--- src/hw/rtl/pee_pkg.sv ---
`default_nettype none
package pee_pkg;
	localparam int unsigned StackDepthDef  = 32;
	localparam int unsigned MaxExponentDef = 64;
	localparam int unsigned QueueDepth     = 2;

	typedef enum logic [2:0] {
		OP_ADD = 3'd0,
		OP_SUB = 3'd1,
		OP_MUL = 3'd2,
		OP_DIV = 3'd3,
		OP_POW = 3'd4
	} op_t;

	typedef enum logic [2:0] {
		ST_OK    = 3'd0,
		ST_UNDER = 3'd1,
		ST_OVER  = 3'd2,
		ST_DIVZ  = 3'd3,
		ST_SAT   = 3'd4
	} status_t;

	typedef struct packed {
		logic        kind;
		logic [63:0] value;
		logic [2:0]  op;
		logic        last;
	} token_t;

	localparam logic [63:0] QOne    = 64'h0000_0001_0000_0000;
	localparam logic [63:0] QMaxPos = 64'h7FFF_FFFF_FFFF_FFFF;
	localparam logic [63:0] QMinNeg = 64'h8000_0000_0000_0000;
endpackage
`default_nettype wire

--- src/hw/rtl/pee_front.sv ---
`default_nettype none
module pee_front
	import pee_pkg::*;
(
	input  wire logic        clk,
	input  wire logic        arst_n,
	input  wire logic        kind,
	input  wire logic [63:0] token_value,
	input  wire logic [2:0]  op_code,
	input  wire logic        last,
	input  wire logic        in_valid,
	output logic             in_ready,
	output token_t           tok,
	output logic             tok_valid,
	input  wire logic        tok_ready
);
	localparam int unsigned PtrW = $clog2(QueueDepth);

	token_t              q_mem_q [QueueDepth];
	logic [PtrW-1:0]     wr_q, rd_q;
	logic [PtrW:0]       cnt_q;
	logic                push, pop;

	assign in_ready  = (cnt_q != (PtrW+1)'(QueueDepth));
	assign tok_valid = (cnt_q != '0);
	assign push      = in_valid && in_ready;
	assign pop       = tok_valid && tok_ready;
	assign tok       = q_mem_q[rd_q];

	always_ff @(posedge clk) begin
		if (push) begin
			q_mem_q[wr_q] <= '{kind: kind, value: token_value, op: op_code, last: last};
		end
	end

	always_ff @(posedge clk or negedge arst_n) begin
		if (!arst_n) begin
			wr_q  <= '0;
			rd_q  <= '0;
			cnt_q <= '0;
		end else begin
			if (push) wr_q <= wr_q + 1'b1;
			if (pop)  rd_q <= rd_q + 1'b1;
			cnt_q <= cnt_q + (PtrW+1)'(push) - (PtrW+1)'(pop);
		end
	end
endmodule
`default_nettype wire

--- config.mk ---
export PLATFORM = sky130hd
export DESIGN_NAME = pee_front
export DESIGN_NICKNAME = d
export VERILOG_FILES = /design/src/hw/rtl/pee_pkg.sv /design/src/hw/rtl/pee_front.sv
export SDC_FILE = /design/constraint.sdc
export NUM_CORES = 1
export LEC_CHECK = 0
export ABC_AREA = 1
export BUFFER_PORTS_ARGS = -buffer_cell sky130_fd_sc_hd__buf_4
export CAP_MARGIN = 20
export CORE_MARGIN = 2
export CORE_UTILIZATION = 47
export CTS_CLUSTER_SIZE = 14
export DETAILED_ROUTE_END_ITERATION = 6
export MAX_ROUTING_LAYER = met4
export PLACE_DENSITY = 0.81
export SLEW_MARGIN = 20
export SYNTH_ARGS = -nofsm -noshare
export SYNTH_HDL_FRONTEND = slang
export SYNTH_SLANG_ARGS = --single-unit
--- constraint.sdc ---
create_clock -name clk -period 4.13 [get_ports clk]
set_clock_uncertainty 0.05 [all_clocks]
set_input_delay 0.826 -clock clk [delete_from_list [all_inputs] [get_ports clk]]
set_output_delay 0.826 -clock clk [all_outputs]
set_load 0.005 [all_outputs]
# Word level (Yosys, flattened, before mapping)
# Memories as Yosys holds them, arrays and structs flattened.
# Index checks and enable logic that the tools add are counted.
totals:
  reg_bits: 4
  latch_bits: 0
  mem_bits_rw: 138
  rom_bits: 0
  inputBits: 73
  out_inout_bits: 71
  elab_cells: 14
  memories: 1
mem_list:
  columns: ["name", "words", "width", "read_ports", "rd_ports_with_merged_regs", "write_ports", "line_no", "text"]
  rows:
  - ["q_mem_q", 2, 69, 1, 0, 1, "pee_front.sv:19", "token_t q_mem_q [QueueDepth];"]
classes:
  addsub: 4
  n_mul: 0
  div: 0
  magnitude_cmp: 0
  n_eq_ne: 1
  shift: 0
  muxes: 2
  n_bitwise: 0
  reduce_logical: 3
ops:
  columns: ["operator", "count"]
  rows:
  - ["1-bit adder (second input constant)", 2]
  - ["2-bit by 1-bit adder with 2-bit output", 1]
  - ["1-bit logical AND", 2]
  - ["1-bit two-way mux", 2]
  - ["2-bit != test (second input constant)", 1]
  - ["2-bit nonzero test", 1]
  - ["2-bit by 1-bit subtractor with 2-bit output", 1]

# Longest topological paths before layout
# Gate-level depths: netlist of run 1.
depth:
  word_depth: 4
  ltp_mapped: 12
  depth_no_buf: 12

# Least setup slack after synthesis of run 1
# Ideal clock, no wire load.
synth_path:
  kind: "input port to flip-flop"
  startpoint: "in in_valid"
  endpoint: "mem q_mem_q[1][0] in the netlist's numbering, enable pin"
  setup_time_ps: 498
  arrival_time_ps: 3806
  required_ps: 3582
  slack_ps: -224
  stages: 2
  n_path_buf: 0
  cell_sequence: "nand2_2 -> nor2_1"
synth_between:
  elab_chain_cells: 3
synth_lines:
  columns: ["item", "line_no", "text"]
  rows:
  - ["start: declaration", "pee_front.sv:11", "input wire logic in_valid,"]
  - ["1-bit logical AND", "pee_front.sv:26", "assign push = in_valid && in_ready;"]
  - ["1-bit two-way mux", "pee_front.sv:31", "if (push) begin"]
  - ["1-bit two-way mux (implied by the code)", "pee_front.sv:32", "q_mem_q[wr_q] <= '{kind: kind, value: token_value, op: op_code, last: last};"]
  - ["end: declaration", "pee_front.sv:19", null]
# Every way passes these cells.

==> flow_metrics.env, run 1 <==
export IMPL_setup_viol=0
export IMPL_drt_iter0_markers=205
export IMPL_cts_resized_gates=0
export IMPL_firstDrtPassIters=4
export IMPL_min_period_over_period_pct=66.9
export IMPL_layout_commonest_cell="nand2_1"
export IMPL_fin_cells=695
export IMPL_ant_nets=0
export IMPL_endpoint_kind="output pin"
export IMPL_tns_ps=0
export IMPL_wl_mm=10.0
export IMPL_yosys_area_top_type="edfxtp_1"
export IMPL_wl_per_cell_um=14.4
export IMPL_final_area_um2=7090
export IMPL_antenna_cells=0
export IMPL_finalWeightedCongestion=0.719
export IMPL_syn_inst=392
export IMPL_seq_area_frac_synth_pct=80.6
export IMPL_p_leak_uw=0.00304
export IMPL_drive_gt1_share_pct=32.4
export IMPL_syn_num_nets=466
export IMPL_dp_slack_ps=1630
export IMPL_hold_violations=0
export IMPL_gr_total_overflow=0
export IMPL_fin_ws_ps=1370
export IMPL_fp_dieW_um=110
export IMPL_max_stage_delay_ps=590
export IMPL_cts_htree_levels=4
export IMPL_relSlewSlack_pct=44.5
export IMPL_drv_slew=0
export IMPL_crit_buf_inv=2
export IMPL_num_fill_cells=802
export IMPL_r2r_slack_ps=2030
export IMPL_place_inst=665
export IMPL_grt_pass1_vias=3226
export IMPL_cts_sinks=142
export IMPL_hpwl_mm=6.34
export IMPL_cts_tree="yes"
export IMPL_start_util_pct=48.4
export IMPL_post_route_util_pct=65.1
export IMPL_crit_family="buffers and inverters"
export IMPL_fin_crit_ps=2760
export IMPL_yosys_warnings=0
export IMPL_place_area_um2=6480
export IMPL_clk_latency_ps=510
export IMPL_grt_max_degree=71
export IMPL_worstPathArrival_ps=1890
export IMPL_dieHeight_um=110
export IMPL_core_region_area_um2=10900
export IMPL_holdBufCountCts=0
export IMPL_grt_total_usage_pct=17.8
export IMPL_synth_top_cell_area_share_pct=78.7
export IMPL_critPathLaunchType="flop"
export IMPL_status="finished, final reports clean"
export IMPL_cts_root_buffer="clkbuf_8"
export IMPL_fmax_mhz=362
export IMPL_antenna_found_initial=0
export IMPL_io_pins=144
export IMPL_ys_types=15
export IMPL_synth_area_leaders="edfxtp_1 (79%), nand2_1 (15%), dfrtp_1 (1.9%)"
export IMPL_area_delta_synth_final_pct=34.7
export IMPL_power_density_nw_per_um2=732
export IMPL_layout_common_cells="nand2_1 (214), buf_4 (146), edfxtp_1 (138)"
export IMPL_dieArea_um2=12100
export IMPL_worst_pin_slew_ps=831
export IMPL_path_cells="buf_4 -> nand2_1 -> nand2_1 -> buf_4"
export IMPL_cap_violations=0
export IMPL_io_buffers=143
export IMPL_crit_fanout=69
export IMPL_ir_drop_uv=471
export IMPL_hold_class="input port to async pin"
export IMPL_cts_setup_buffers=0
export IMPL_drc=0
export IMPL_critPathRequiredTime_ps=3250
export IMPL_clk_pin_slew_ps=60
export IMPL_vias=3289
export IMPL_viasPerCell=4.73
export IMPL_crit_slowest_cell="buf_4"
export IMPL_cts_made_buffers=17
export IMPL_netlist_area_um2=5270
export IMPL_grt_pass1_wl_mm=15.3
export IMPL_clock_path_buffers=2
export IMPL_crit_type="flop to output pin"
export IMPL_synth_seq_cells=142
export IMPL_rsz0062_at_grt="false"
export IMPL_nNetsFinal=618
export IMPL_avgSynthCellArea_um2=13.4
export IMPL_core_rowCount=38
worst register-to-register path, cell delays in order (launching register included):
cell     delay, ps
dfrtp_1        400
inv_1           70
nand2_2         90
nand2_2        110
nor2_4         660
buf_4          400
report_power, final:
group,switching (uW),internal (uW)
sequential,86.9,1970
clock,528,1030
combinational,884,693
total,1500,3690
cell usage after synthesis:
master	n
nor2_1	5
buf_4	5
nand2_2	2
ha_1	1
buf_6	4
nand2_1	214
buf_2	6
a21oi_1	1
o21ai_1	1
edfxtp_1	138
xor2_1	1
inv_4	1
nand3_1	2
inv_1	7
dfrtp_1	4
metal layers:
layer	wire length [um]	track usage (%)	up-vias	share of wire [%]
met2	5000	28.5	111	50
met5	0	-	-	0
met4	163	6.33	0	1.6
met3	621	5.39	12	6.2
met1	4250	21.6	1548	42
li1	-	-	1618	-
kinds of logic (layout without fill, tap and decap cells):
| kind of cell | count (synthesis) | after routing | synth area share, % |
|---|---|---|---|
| flops | 142 | 142 | 80.6 |
| simple gates | 223 | 223 | 16.0 |
| compound gates | 2 | 2 | 0.190 |
| fa+ha+maj | 1 | 1 | 0.238 |
| xor+xnor | 1 | 1 | 0.166 |
| buf+inv | 23 | 186 | 2.76 |
worst paths after layout:
| check | from | to | cells past startpoint |
|---|---|---|---|
| worst max-delay path | rd_q | tok[63] | 4 |
| worst min-delay path | arst_n | wr_q | 1 |
| worst max register to register | cnt_q[0] | q_mem_q[1][43] | 5 |
| worst min register to register | wr_q | wr_q | 2 |
| max in group asynchronous | arst_n | rd_q | 1 |
| min in group clk | token_value[13] | q_mem_q[1][17] | 1 |
flip-flops by register name (all words and copies together), names as in the netlist:
| register | count |
|---|---|
| cnt_q | 2 |
| rd_q | 1 |
| q_mem_q | 138 |
| wr_q | 1 |
area by class of cell:
type / instances / area (um^2) / area share [%]
Sequential cell: 142 / 4250 / 59.9
Timing Repair Buffer: 148 / 1140 / 16.0
Multi-Input combinational cell: 227 / 891 / 12.6
Clock buffer: 18 / 418 / 5.89
Clock inverter: 12 / 194 / 2.73
Tap cell: 140 / 175 / 2.47
Inverter: 8 / 32.5 / 0.459
stage by stage:
stage	total power (uW)	hold WS, ps
6_report	5190	42.6
3_3_place_gp	3640	499
4_1_cts	5250	19.4
3_5_place_dp	3680	522
2_1_floorplan	2880	454
5_1_grt	5490	22.7
(Power assumes the default switching activity.)
==> run 2: changes to the inputs <==
Settings changed: CORE_UTILIZATION 47 to 52, PLACE_DENSITY 0.81 to 0.84.
Clock period 4.13 ns to 2.7 ns, I/O delays scaled along.
==> flow_metrics.env, run 2 (synthesis gave the netlist of run 1 again) <==
export IMPL_max_stage_delay_ps=580
export IMPL_crit_slowest_cell="buf_4"
export IMPL_clk_latency_ps=510
export IMPL_io_pins=144
export IMPL_core_region_area_um2=9820
export IMPL_drive_gt1_share_pct=32.8
export IMPL_grt_pass1_wl_mm=15.9
export IMPL_worstPathArrival_ps=1890
export IMPL_clk_pin_slew_ps=60
export IMPL_cts_sinks=142
export IMPL_vias=3351
export IMPL_core_rowCount=36
export IMPL_reg_top3="q_mem_q (138), cnt_q (2)"
export IMPL_dieArea_um2=10900
export IMPL_grt_max_degree=71
export IMPL_antenna_cells=0
export IMPL_finalWeightedCongestion=0.748
export IMPL_fmax_mhz=403
export IMPL_start_util_pct=53.6
export IMPL_gr_total_overflow=0
export IMPL_status="finished, final reports clean"
export IMPL_cts_root_buffer="clkbuf_8"
export IMPL_cts_setup_buffers=0
export IMPL_min_period_over_period_pct=92.0
export IMPL_ir_drop_uv=631
export IMPL_nNetsFinal=619
export IMPL_fp_dieW_um=105
export IMPL_cap_violations=0
export IMPL_crit_family="buffers and inverters"
export IMPL_p_total_uw=7840
export IMPL_fin_crit_ps=2480
export IMPL_area_delta_synth_final_pct=33.9
export IMPL_antenna_found_initial=0
export IMPL_hold_class="input port to flop"
export IMPL_wl_mm=10.4
export IMPL_viasPerCell=4.85
export IMPL_holdBufCountCts=1
export IMPL_largest_register_ffs=138
export IMPL_setup_viol=0
export IMPL_top_register="q_mem_q"
export IMPL_crit_buf_inv=2
export IMPL_drt_iter0_markers=206
export IMPL_clock_path_buffers=2
export IMPL_p_leak_uw=0.00303
export IMPL_tns_ps=0
export IMPL_io_buffers=143
export IMPL_power_density_nw_per_um2=1110
export IMPL_drv_slew=0
export IMPL_cts_htree_levels=4
export IMPL_layout_common_cells="nand2_1 (214), buf_4 (148), edfxtp_1 (138)"
export IMPL_relSlewSlack_pct=51.5
export IMPL_endpoint_kind="output pin"
export IMPL_drc=0
export IMPL_cts_made_buffers=17
export IMPL_cts_tree="yes"
export IMPL_critPathLaunchType="flop"
export IMPL_wl_per_cell_um=15.0
export IMPL_critPathRequiredTime_ps=2110
export IMPL_rsz0062_at_grt="false"
export IMPL_ant_nets=0
export IMPL_worst_pin_slew_ps=727
export IMPL_path_cells="buf_4 -> nand2_1 -> nand2_1 -> buf_4"
export IMPL_firstDrtPassIters=4
export IMPL_layout_commonest_cell="nand2_1"
export IMPL_hpwl_mm=6.53
export IMPL_crit_fanout=69
export IMPL_crit_type="flop to output pin"
export IMPL_dieHeight_um=105
export IMPL_grt_pass1_vias=3294
export IMPL_hold_violations=0
export IMPL_grt_total_usage_pct=19.9
export IMPL_cts_resized_gates=0
## run 2: cell types whose count changed in the layout (fill, tap and decap cells not counted)
| cell | delta |
|---|---|
| clkinv_4 | -1 |
| clkinvlp_4 | +1 |
| clkinv_1 | -2 |
| dlygate4sd3_1 | +1 |
| buf_4 | +2 |
| clkbuf_1 | +1 |
| clkinv_2 | +5 |
| buf_12 | -2 |
| inv_6 | -1 |
| bufinv_16 | -1 |
## run 2: final timing paths
check	startpoint	to	slack, ps	depth (start not counted)
worst max-delay path	rd_q	tok[5]	220	4
worst min-delay path	token_value[58]	q_mem_q[0][62]	160	1
worst max register to register	cnt_q[1]	q_mem_q[1][33]	980	4
worst min register to register	cnt_q[0]	cnt_q[0]	530	1
max in group asynchronous	arst_n	rd_q	2170	2
min in group asynchronous	arst_n	cnt_q[1]	310	2
## run 2: final cells by class
| cell class | count | area [um^2] |
|---|---|---|
| multi-input cells | 227 | 891 |
| fillers | 679 | 2770 |
| inverters | 8 | 32.5 |
| well taps | 133 | 166 |
| repair buffers | 149 | 1120 |
| clock buffers | 19 | 422 |
| clock inverters | 13 | 171 |
| flip-flops and latches | 142 | 4250 |
## run 2: power by group
part | internal, uW | total, uW | switching [uW] | leakage [uW]
registers | 3010 | 3150 | 142 | 0.00133
logic | 1030 | 2380 | 1350 | 0.00142
clock network | 1490 | 2300 | 818 | 0.000285
total | 5530 | 7840 | 2310 | 0.00303
## run 2: metrics by stage
step | setup slack (ps) | hold slack, ps | cells | utilization (%) | cell area [um^2]
after floorplan | 563 | 194 | 392 | - | 5280
after global placement | 756 | 289 | 658 | 65.6 | 6450
after detailed placement | 708 | 293 | 658 | 65.6 | 6450
after CTS | 145 | 130 | 691 | 71.8 | 7050
after global routing | 96.5 | 132 | 691 | 71.8 | 7050
final | 216 | 159 | 691 | 71.8 | 7050
## run 2: layer usage
layer	part of all wire, %	up-vias	GRT usage [%]
li1	-	1618	-
met1	42	1581	24.4
met2	50	139	31.0
met3	6.8	13	6.05
met4	1.2	0	8.29
met5	0	-	-
